[src/sv/assert_macros.svh]
// assertion macros used by the datapath rtl file
`ifndef ASSERT_MACROS_SVH
`define ASSERT_MACROS_SVH

// same-cycle implication, disabled while reset is asserted
`define ASSERT_IMPL(label, clk, rst_n, ante, cons) \
    label: assert property (@(posedge clk) disable iff (!(rst_n)) (ante) |-> (cons)) \
        else $error("assertion failed");

// next-cycle implication, disabled while reset is asserted
`define ASSERT_NEXT(label, clk, rst_n, ante, cons) \
    label: assert property (@(posedge clk) disable iff (!(rst_n)) (ante) |=> (cons)) \
        else $error("assertion failed");

`endif

[src/sv/nlme_pkg.sv]
// ----------------------------------------------------------------------------
// nlme_pkg
// types and codes shared by the nfa longest match engine
// ----------------------------------------------------------------------------
`timescale 1ns / 1ps
`default_nettype none

package nlme_pkg;

    localparam logic [2:0] OP_CLASS = 3'd0;
    localparam logic [2:0] OP_LINKS = 3'd1;
    localparam logic [2:0] OP_BEGIN = 3'd2;
    localparam logic [2:0] OP_BYTE  = 3'd3;
    localparam logic [2:0] OP_END   = 3'd4;

    // tokens are four bits wide
    localparam int TOKEN_CODES = 16;
    // rows of one class word
    localparam int WORD_BITS   = 64;

    typedef struct packed {
        logic [2:0]  operation;
        logic [5:0]  state_index;
        logic [1:0]  word_index;
        logic [63:0] class_word;
        logic [5:0]  edge_target;
        logic        first_link_valid;
        logic [5:0]  first_link;
        logic        second_link_valid;
        logic [5:0]  second_link;
        logic        accept_valid;
        logic [3:0]  accept_token;
        logic [7:0]  data_byte;
    } t_in_item;

    typedef struct packed {
        logic        matched;
        logic [15:0] match_length;
        logic [3:0]  token_index;
    } t_out_item;

    typedef struct packed {
        logic load_word;
        logic sweep;
        logic write_links;
        logic begin_set;
        logic byte_read;
        logic edge_step;
        logic closure;
        logic emit;
    } t_dp_cmd;

    typedef struct packed {
        logic sweep_last;
        logic fixed_point;
        logic out_full;
    } t_dp_status;

endpackage

`default_nettype wire

[src/sv/nlme_ctrl.sv]
// ----------------------------------------------------------------------------
// nlme_ctrl
// sequencer for loads, byte steps, closure and result emission
// ----------------------------------------------------------------------------
`timescale 1ns / 1ps
`default_nettype none

module nlme_ctrl #(
    parameter int NFA_STATES = 64
) (
    input  wire logic                 i_clk,
    input  wire logic                 i_rst_n,
    input  wire logic                 i_in_valid,
    input  wire logic [2:0]           i_op,
    input  wire logic [5:0]           i_state_index,
    input  wire logic                 i_out_stall,
    output logic                      o_in_stall,
    input  wire nlme_pkg::t_dp_status i_status,
    output nlme_pkg::t_dp_cmd         o_cmd
);

    localparam logic [1:0] S_IDLE  = 2'd0;
    localparam logic [1:0] S_SWEEP = 2'd1;
    localparam logic [1:0] S_EDGE  = 2'd2;
    localparam logic [1:0] S_CLOS  = 2'd3;

    logic [1:0] r_state, n_state;
    logic       accept;
    logic       index_ok;

    assign index_ok   = (int'(i_state_index) < NFA_STATES);
    assign o_in_stall = (r_state != S_IDLE) ||
                        ((i_op == nlme_pkg::OP_END) && i_status.out_full && i_out_stall);
    assign accept     = i_in_valid && !o_in_stall;

    always_comb begin
        n_state = r_state;
        o_cmd   = '0;
        unique case (r_state)
            S_IDLE: begin
                if (accept) begin
                    unique case (i_op)
                        nlme_pkg::OP_CLASS: begin
                            if (index_ok) begin
                                o_cmd.load_word = 1'b1;
                                n_state = S_SWEEP;
                            end
                        end
                        nlme_pkg::OP_LINKS: o_cmd.write_links = index_ok;
                        nlme_pkg::OP_BEGIN: begin
                            o_cmd.begin_set = 1'b1;
                            n_state = S_CLOS;
                        end
                        nlme_pkg::OP_BYTE: begin
                            o_cmd.byte_read = 1'b1;
                            n_state = S_EDGE;
                        end
                        nlme_pkg::OP_END: o_cmd.emit = 1'b1;
                        default: ;
                    endcase
                end
            end
            S_SWEEP: begin
                o_cmd.sweep = 1'b1;
                if (i_status.sweep_last) begin
                    n_state = S_IDLE;
                end
            end
            S_EDGE: begin
                o_cmd.edge_step = 1'b1;
                n_state = S_CLOS;
            end
            S_CLOS: begin
                o_cmd.closure = 1'b1;
                if (i_status.fixed_point) begin
                    n_state = S_IDLE;
                end
            end
            default: n_state = S_IDLE;
        endcase
    end

    always_ff @(posedge i_clk) begin
        if (!i_rst_n) begin
            r_state <= S_IDLE;
        end else begin
            r_state <= n_state;
        end
    end

endmodule

`default_nettype wire

[config.mk]
export PLATFORM = sky130hd
export DESIGN_NAME = nlme_ctrl
export DESIGN_NICKNAME = d
export VERILOG_FILES = /design/src/sv/assert_macros.svh /design/src/sv/nlme_pkg.sv /design/src/sv/nlme_ctrl.sv
export SDC_FILE = /design/constraint.sdc
export NUM_CORES = 1
export LEC_CHECK = 0
export ABC_CLOCK_PERIOD_IN_PS = 2700
export BUFFER_PORTS_ARGS = -buffer_cell sky130_fd_sc_hd__buf_2
export CAP_MARGIN = 20
export CORE_AREA = 3 3 40 42
export CTS_CLUSTER_DIAMETER = 150
export CTS_CLUSTER_SIZE = 8
export DETAILED_ROUTE_END_ITERATION = 7
export DIE_AREA = 0 0 43 45
export PLACE_DENSITY = 0.42
export SLEW_MARGIN = 10
export SYNTH_ARGS = -nofsm -noshare
export SYNTH_HDL_FRONTEND = slang
export SYNTH_SLANG_ARGS = --single-unit
export TNS_END_PERCENT = 10
[constraint.sdc]
create_clock -name i_clk -period 2.7 [get_ports i_clk]
set_input_delay 0.405 -clock i_clk [delete_from_list [all_inputs] [get_ports i_clk]]
set_output_delay 0.405 -clock i_clk [all_outputs]
set_load 0.01 [all_outputs]
; ---- After elaboration in Yosys (flattened, before gate mapping)
; Cells that the tools add are included.
; W data, S select, Z words.
[word_totals]
register_bits = 2
inputBits = 16
out_inout_bits = 9
wordCells = 40
[op_classes]
eq_ne = 11
muxes = 19
reduce_logical = 9
[ops]
columns = op, count
row1 = $mux W1, 12
row2 = $pmux W2 S4, 1
row3 = $eq A3 B2 Y1 const B, 2
row4 = $mux W2, 3
row5 = $mux W3, 2
row6 = $ne A2 B2 Y1 const B, 3
row7 = $pmux W2 S3, 1
row8 = $eq A2 B2 Y1 const B, 2
row9 = $ne A4 B1 Y1 const B, 1
row10 = $reduce_and A4 Y1, 1
row11 = $eq A3 B1 Y1 const B, 1
row12 = $eq A3 B3 Y1 const B, 1
row13 = $logic_and A1 B1 Y1, 3
row14 = $logic_not A3 Y1, 1
row15 = $eq A2 B1 Y1 const B, 1
row16 = $logic_not A2 Y1, 1
row17 = $reduce_bool A2 Y1, 1
row18 = $logic_not A1 Y1, 1
row19 = $logic_or A1 B1 Y1, 1

; ---- Longest topological paths before layout
; Gate-level depths: netlist of run 1.
[logic_depth]
depth_word = 8
ltp_mapped = 3
depth_no_buf = 2

; ---- Worst setup path before layout of run 1
; Ideal clock, no wire load.
[synth_timing]
path_kind = reg-to-output
startpoint = register r_state[0]
endpoint = output port o_cmd[3] (netlist bit)
arrival_ns = 1.216
required_time_ns = 2.295
path_slack_ns = 1.079
stages_incl_launch_ff = 4
path_buffers = 1
cell_sequence = dfxtp_1 > buf_6 > or4b_4 > nor3_1
[synth_lines]
columns = element, line_no
row1 = start: declaration, nlme_ctrl.sv:27  ; logic [1:0] r_state, n_state;
row2 = start signal: assignment, nlme_ctrl.sv:87  ; r_state <= n_state;
row3 = end: declaration, nlme_ctrl.sv:19  ; output nlme_pkg::t_dp_cmd o_cmd

==> results of run 1 <==
cell families (layout without fill, tap and decap cells):
group	Yosys count	after routing	synth area share (%)
and+or+nand+nor	15	15	49.4
AOI/OAI and AO/OA	5	5	20.5
buffers and inverters	3	23	9.62
DFF	2	2	20.5
path summary, 6_finish.rpt:
path | from | end | slack (ns) | cells after the start
min reg2reg | r_state[1] | r_state[1] | 0.57 | 2
max | r_state[1] | o_cmd[7] | 0.81 | 3
min | i_rst_n | r_state[0] | 0.44 | 2
max reg2reg | r_state[1] | r_state[1] | 1.55 | 2
placed cells by master, fill, tap and decap left out, drive strengths merged:
| cell | instances |
|---|---|
| nand2 | 2 |
| a21boi | 1 |
| or4b | 1 |
| nor3 | 4 |
| buf | 18 |
| nor4b | 1 |
| and3 | 1 |
| inv | 2 |
| o22ai | 1 |
| o31a | 1 |
| and2 | 2 |
| a311o | 1 |
| nor2b | 2 |
| dfxtp | 2 |
| nor3b | 2 |
| clkbuf | 3 |
| a211oi | 1 |
area by class of cell:
type                            instances  area (µm²)  share of cell area [%]
Tap cell                               15        18.8                    5.95
Timing Repair Buffer                   18        90.1                    28.6
Inverter                                2        7.51                    2.38
Multi-Input combinational cell         20         136                    43.3
Clock buffer                            3        22.5                    7.14
Sequential cell                         2        40.0                    12.7
per-stage QoR:
stage	area (µm²)	worst slack, ns	util [%]
3_3_place_gp	293	0.958	22.8
5_1_grt	315	0.660	24.5
6_report	315	0.809	24.5
2_1_floorplan	195	1.08	-
3_5_place_dp	293	0.964	22.8
4_1_cts	315	0.782	24.5
worst register-to-register path, cell delays in order, from the launching register on:
cell	delay, ns
dfxtp_1	0.37
or4b_4	0.60
o22ai_1	0.12
power by group through the flow:
stage / combinational [µW] / sequential, µW / clock (µW)
CTS: 33.7 / 36.0 / 71.1
global route: 37.0 / 36.5 / 80.8
detailed placement: 33.5 / 36.4 / 0
floorplan: 20.8 / 33.9 / 0
finish: 33.3 / 36.0 / 66.3
global placement: 33.7 / 36.5 / 0
layer usage:
metal | routed length (µm) | track usage [%] | vias up
li1 | - | - | 134
met1 | 296 | 9.11 | 108
met2 | 217 | 8.98 | 19
met3 | 109 | 7.57 | 0
met4 | 0 | 7.23 | 0
met5 | 0 | 0 | -
==> impl_metrics.env, run 1 <==
export IMPL_htree_levels=1
export IMPL_ir_drop_uv=85.6
export IMPL_route_detailed_drc=0
export IMPL_drtAntennaViolNets=0
export IMPL_drt_wl_total_um=622
export IMPL_grt_pass1_wl_um=1060
export IMPL_row_count=13
export IMPL_post_synth_top_count_cell="nor3_1"
export IMPL_intPower_uw=98.5
export IMPL_yosysSeqAreaShare_pct=20.5
export IMPL_cts_buffer_depth=2
export IMPL_drv_cap=0
export IMPL_drtIter0Drc=2
export IMPL_vias_per_cell=4.35
export IMPL_ys_warn_count=0
export IMPL_async_flop_share_pct=0
export IMPL_crit_buf_inv=1
export IMPL_swShare_pct=27.4
export IMPL_p_comb_share_pct=24.6
export IMPL_setup_worst_path_start_class="flip-flop"
export IMPL_p_sw_uw=37.2
export IMPL_placed_cells=57
export IMPL_syn_inst=25
export IMPL_synthTopCellsByArea="dfxtp_1 21%, nor3_1 10%, nor3b_1 7.7%, or4b_4 7.1%, and2_1 6.4%"
export IMPL_cp_arrival_ns=1.49
export IMPL_syn_nets=41
export IMPL_stdcell_count=60
export IMPL_grt_max_degree=11
export IMPL_cp_cell_sequence="or4b_4, nor3_1, buf_2"
export IMPL_top_register="r_state"
export IMPL_yosysTopAreaCell="dfxtp_1"
export IMPL_grt_ovfl_total=0
export IMPL_fin_worst_skew_ns=0.00432
export IMPL_cts_root_buf="clkbuf_4"
export IMPL_yosysTopAreaCellShare_pct=20.5
export IMPL_wl_per_cell_um=10.4
export IMPL_hp_class="in -> reg"
export IMPL_post_cts_resized=0
export IMPL_max_freq_ghz=0.529
export IMPL_power_leakage_uw=0.000167
export IMPL_cts_hold_buffers=0
export IMPL_cp_required_ns=2.30
export IMPL_die_h_um=45
export IMPL_worstPathMaxFanout=9
export IMPL_relSlewSlack_pct=80.3
export IMPL_slowest_delay_ns=0.60
export IMPL_rsz0062_at_grt="false"
export IMPL_cts_sinks=2
export IMPL_die_area_um2=1940
export IMPL_grt_pass1_vias=244
export IMPL_nNetsFinal=63
export IMPL_crit_type="reg -> out"
export IMPL_worst_slew_pin_slew_ns=0.291
export IMPL_cts_setup_buffers=0
export IMPL_track_usage_pct=8.23
export IMPL_power_density_nw_per_um2=430
export IMPL_clk_pin_slew_ns=0.03
export IMPL_dr_pass1_iters=2
export IMPL_ys_types=16
export IMPL_drive_gt1_share_pct=48.9
export IMPL_seq_power_share_pct=26.5
export IMPL_post_route_period_util_pct=70.0
export IMPL_initial_core_util_pct=15.2
export IMPL_syn2layout_area_growth_pct=61.5
export IMPL_dp_hpwl_um=493
export IMPL_final_setup_tns_ns=0
export IMPL_cts_tree="yes"
export IMPL_synth_seq_cells=2
export IMPL_ios=25
export IMPL_status="finished clean"
export IMPL_syn_area_um2=195
export IMPL_clk_latency_ns=0.22
export IMPL_numCtsBuffers=3
export IMPL_largest_register_ffs=2
export IMPL_antenna_cells=0
export IMPL_slew_violations=0
export IMPL_critPathCaptureType="primary output"
export IMPL_io_buffers=18
export IMPL_clkPwrFrac_pct=48.9
export IMPL_synth_edff_count=0
export IMPL_ys_flop_type="dfxtp_1"
export IMPL_top_regs="r_state x2"
export IMPL_antenna_found_initial=0
export IMPL_die_x_um=43
export IMPL_hold_viol=0
export IMPL_finalPower_uw=136
export IMPL_vias=261
export IMPL_slowest_stage="or4b_4"
export IMPL_holdWs_ns=0.436
export IMPL_avgSynthCellArea_um2=7.81
export IMPL_cp_top_family="simple AND/OR/NAND/NOR gates"
export IMPL_core_um2=1280
export IMPL_final_setup_viol_count=0
export IMPL_fillers=147
export IMPL_place_gp_congestion=0.628
export IMPL_fin_crit_ns=1.89
No activity file was read; power rests on OpenSTA's default activity.
==> run 2: changes to the inputs <==
Settings changed: ABC_AREA set to 1, ABC_CLOCK_PERIOD_IN_PS 2700 to 1800, PLACE_DENSITY 0.42 to 0.48.
Clock period 2.7 ns to 1.8 ns, I/O delays scaled along.
==> run 2 against run 1 <==
Net effect: register-to-register slack worse by 0.78 ns; worst setup slack worse by 0.57 ns; global-route usage is 1.2 points lower; non-clock buffer count stayed put; via count is 26% higher; utilization is 6.2 points higher; largest power group unchanged; highest routed layer unchanged.
==> impl_metrics.env, run 2 <==
export IMPL_die_area_um2=1940
export IMPL_grt_max_degree=6
export IMPL_grt_ovfl_total=0
export IMPL_hold_viol=0
export IMPL_ir_drop_uv=315
export IMPL_clk_pin_slew_ns=0.03
export IMPL_crit_buf_inv=3
export IMPL_multi_input_area_um2=179
export IMPL_final_cell_area_um2=395
export IMPL_htree_levels=1
export IMPL_hold_path_end="r_state[0]"
export IMPL_reg2regPathDepth=5
export IMPL_post_synth_top_count_cell="inv_1"
export IMPL_largest_register_ffs=2
export IMPL_status="finished clean"
export IMPL_yosysTopAreaCellShare_pct=15.2
export IMPL_min_path_cells=3
export IMPL_cts_setup_buffers=0
export IMPL_async_flop_share_pct=0
export IMPL_nNetsFinal=84
export IMPL_wl_per_cell_um=7.95
export IMPL_final_common_cell="buf_2"
export IMPL_cts_buffer_depth=2
export IMPL_rrSetupSlack_ns=0.77
export IMPL_top_register="r_state"
export IMPL_slew_violations=0
export IMPL_rsz0062_at_grt="false"
export IMPL_die_h_um=45
export IMPL_seq_power_share_pct=22.6
export IMPL_worst_slew_pin_slew_ns=0.190
export IMPL_drt_wl_total_um=644
export IMPL_fin_util_pct=30.8
export IMPL_track_usage_pct=7.07
export IMPL_cts_root_buf="clkbuf_4"
export IMPL_fin_crit_ns=1.56
export IMPL_r2r_end="r_state[0]"
export IMPL_cp_cell_sequence="inv_1, nand2_1, inv_1, nand3_4, nor3_1, buf_2"
export IMPL_intPower_uw=155
export IMPL_synthTopCellsByArea="dfxtp_1 15%, inv_1 14%, nand2_1 8.5%, nor2_1 8.5%, nand3_1 7.6%"
export IMPL_synth_edff_count=0
export IMPL_place_gp_congestion=0.691
export IMPL_placed_cell_area_um2=373
export IMPL_ys_warn_count=0
export IMPL_yosys_top_cells_count="10 x inv_1, 6 x nand2_1, 6 x nor2_1"
export IMPL_cp_top_family="buffers and inverters"
export IMPL_dp_hpwl_um=561
export IMPL_min_from="i_rst_n"
export IMPL_core_um2=1280
export IMPL_cp_arrival_ns=1.29
export IMPL_crit_type="reg -> out"
export IMPL_ios=25
export IMPL_initial_core_util_pct=20.5
export IMPL_ys_types=16
export IMPL_critPathCaptureType="primary output"
export IMPL_ys_flop_type="dfxtp_1"
export IMPL_cts_tree="yes"
export IMPL_vias=328
export IMPL_fin_worst_skew_ns=0.0000250
export IMPL_syn_inst=45
export IMPL_fillers=148
export IMPL_max_freq_ghz=0.639
export IMPL_cts_sinks=2
export IMPL_yosysSeqAreaShare_pct=15.2
export IMPL_route_detailed_drc=0
export IMPL_slowest_delay_ns=0.34
export IMPL_setup_slack_ns=0.235
export IMPL_final_setup_viol_count=0
export IMPL_drtIter0Drc=5
export IMPL_final_setup_tns_ns=0
export IMPL_hp_class="in -> reg"
export IMPL_final_cell_mix="18 x buf_2, 10 x inv_1, 6 x nor2_1, 6 x nand2_1, 4 x nand3_1"
export IMPL_syn_area_um2=264
export IMPL_grt_pass1_vias=279
export IMPL_worstPathMaxFanout=5
export IMPL_grt_pass1_wl_um=1050
export IMPL_vias_per_cell=4.05
export IMPL_avgSynthCellArea_um2=5.87
export IMPL_io_buffers=18
export IMPL_synth_seq_cells=2
export IMPL_post_cts_resized=0
export IMPL_dr_pass1_iters=3
export IMPL_cp_required_ns=1.53
export IMPL_slowest_stage="dfxtp_1"
export IMPL_row_count=13
export IMPL_finalPower_uw=230
export IMPL_clkPwrFrac_pct=42.7
export IMPL_power_leakage_uw=0.000232
export IMPL_drv_cap=0
export IMPL_p_sw_uw=74.6
export IMPL_r2r_start="r_state[0]"
export IMPL_die_x_um=43
export IMPL_post_route_period_util_pct=86.9
export IMPL_power_density_nw_per_um2=581
export IMPL_pre_cts_ws_ns=0.411
export IMPL_crit_path_frequent_cell="inv_1"
export IMPL_swShare_pct=32.5
export IMPL_p_comb_share_pct=34.7
export IMPL_yosysTopAreaCell="dfxtp_1"
export IMPL_cts_hold_buffers=0
export IMPL_drive_gt1_share_pct=47.0
export IMPL_syn2layout_area_growth_pct=49.8
export IMPL_antenna_found_initial=0
export IMPL_seq_area_um2=40.0
export IMPL_numCtsBuffers=3
export IMPL_setup_worst_path_start_class="flip-flop"
export IMPL_antenna_cells=0
export IMPL_syn_nets=61
export IMPL_drtAntennaViolNets=0
export IMPL_top_regs="r_state x2"
export IMPL_relSlewSlack_pct=87.2
export IMPL_clk_latency_ns=0.22
-- run 2: changes by cell type in the layout (fill, tap and decap cells not counted), moves of 3 or more --
cell	delta
a21oi_1	+3
inv_1	+8
nand2_1	+4
nand3_1	+4
nor2_1	+6
-- run 2: logic make-up (layout without fill, tap and decap cells) --
group                  after synthesis  count (layout)  synth area share, %
AOI/OAI and AO/OA                    6               6                 16.1
DFF                                  2               2                 15.2
and+or+nand+nor                     25              25                 51.7
buffers and inverters               12              33                 17.1
-- run 2: worst max-delay path by stage --
stage	start	to	slack, ns	cells after the start
global placement	i_op[0]	o_cmd[3]	0.41	8
floorplan	r_state[1]	o_cmd[0]	0.59	5
detailed placement	i_op[0]	o_cmd[3]	0.41	8
CTS	r_state[0]	o_cmd[3]	0.21	6
finish	r_state[0]	o_cmd[3]	0.24	6
global route	r_state[1]	o_cmd[0]	0.10	6
-- run 2: through the flow --
stage / instances / hold slack, ns
2_1_floorplan: 45 / 0.410
3_3_place_gp: 78 / 0.514
3_5_place_dp: 78 / 0.526
4_1_cts: 81 / 0.291
5_1_grt: 81 / 0.316
6_report: 81 / 0.296
-- run 2: final cells by class --
| type | count | area share [%] |
|---|---|---|
| clock buffer | 3 | 5.70 |
| inverter | 12 | 11.4 |
| multi-input combinational | 31 | 45.3 |
| sequential | 2 | 10.1 |
| tap | 15 | 4.75 |
| timing repair buffer | 18 | 22.8 |
-- run 2: power groups by stage --
stage / Combinational [µW] / Clock (µW) / Sequential [µW]
after floorplan: 52.4 / 0 / 51.3
after global placement: 80.3 / 0 / 52.2
after detailed placement: 80.9 / 0 / 52.3
after CTS: 81.1 / 106 / 51.7
after global routing: 91.3 / 103 / 52.2
final: 79.6 / 98.1 / 51.9
-- run 2: per-layer routing --
metal	global-route usage [%]	part of all wire, %
met5	0	0
met4	5.42	0
met3	0	3.1
met2	12.0	54
met1	8.63	43
-- run 2: tightest hold or removal path: stages --
cell and delay, ns:
buf_2 0.08, inv_1 0.05, a21oi_2 0.09
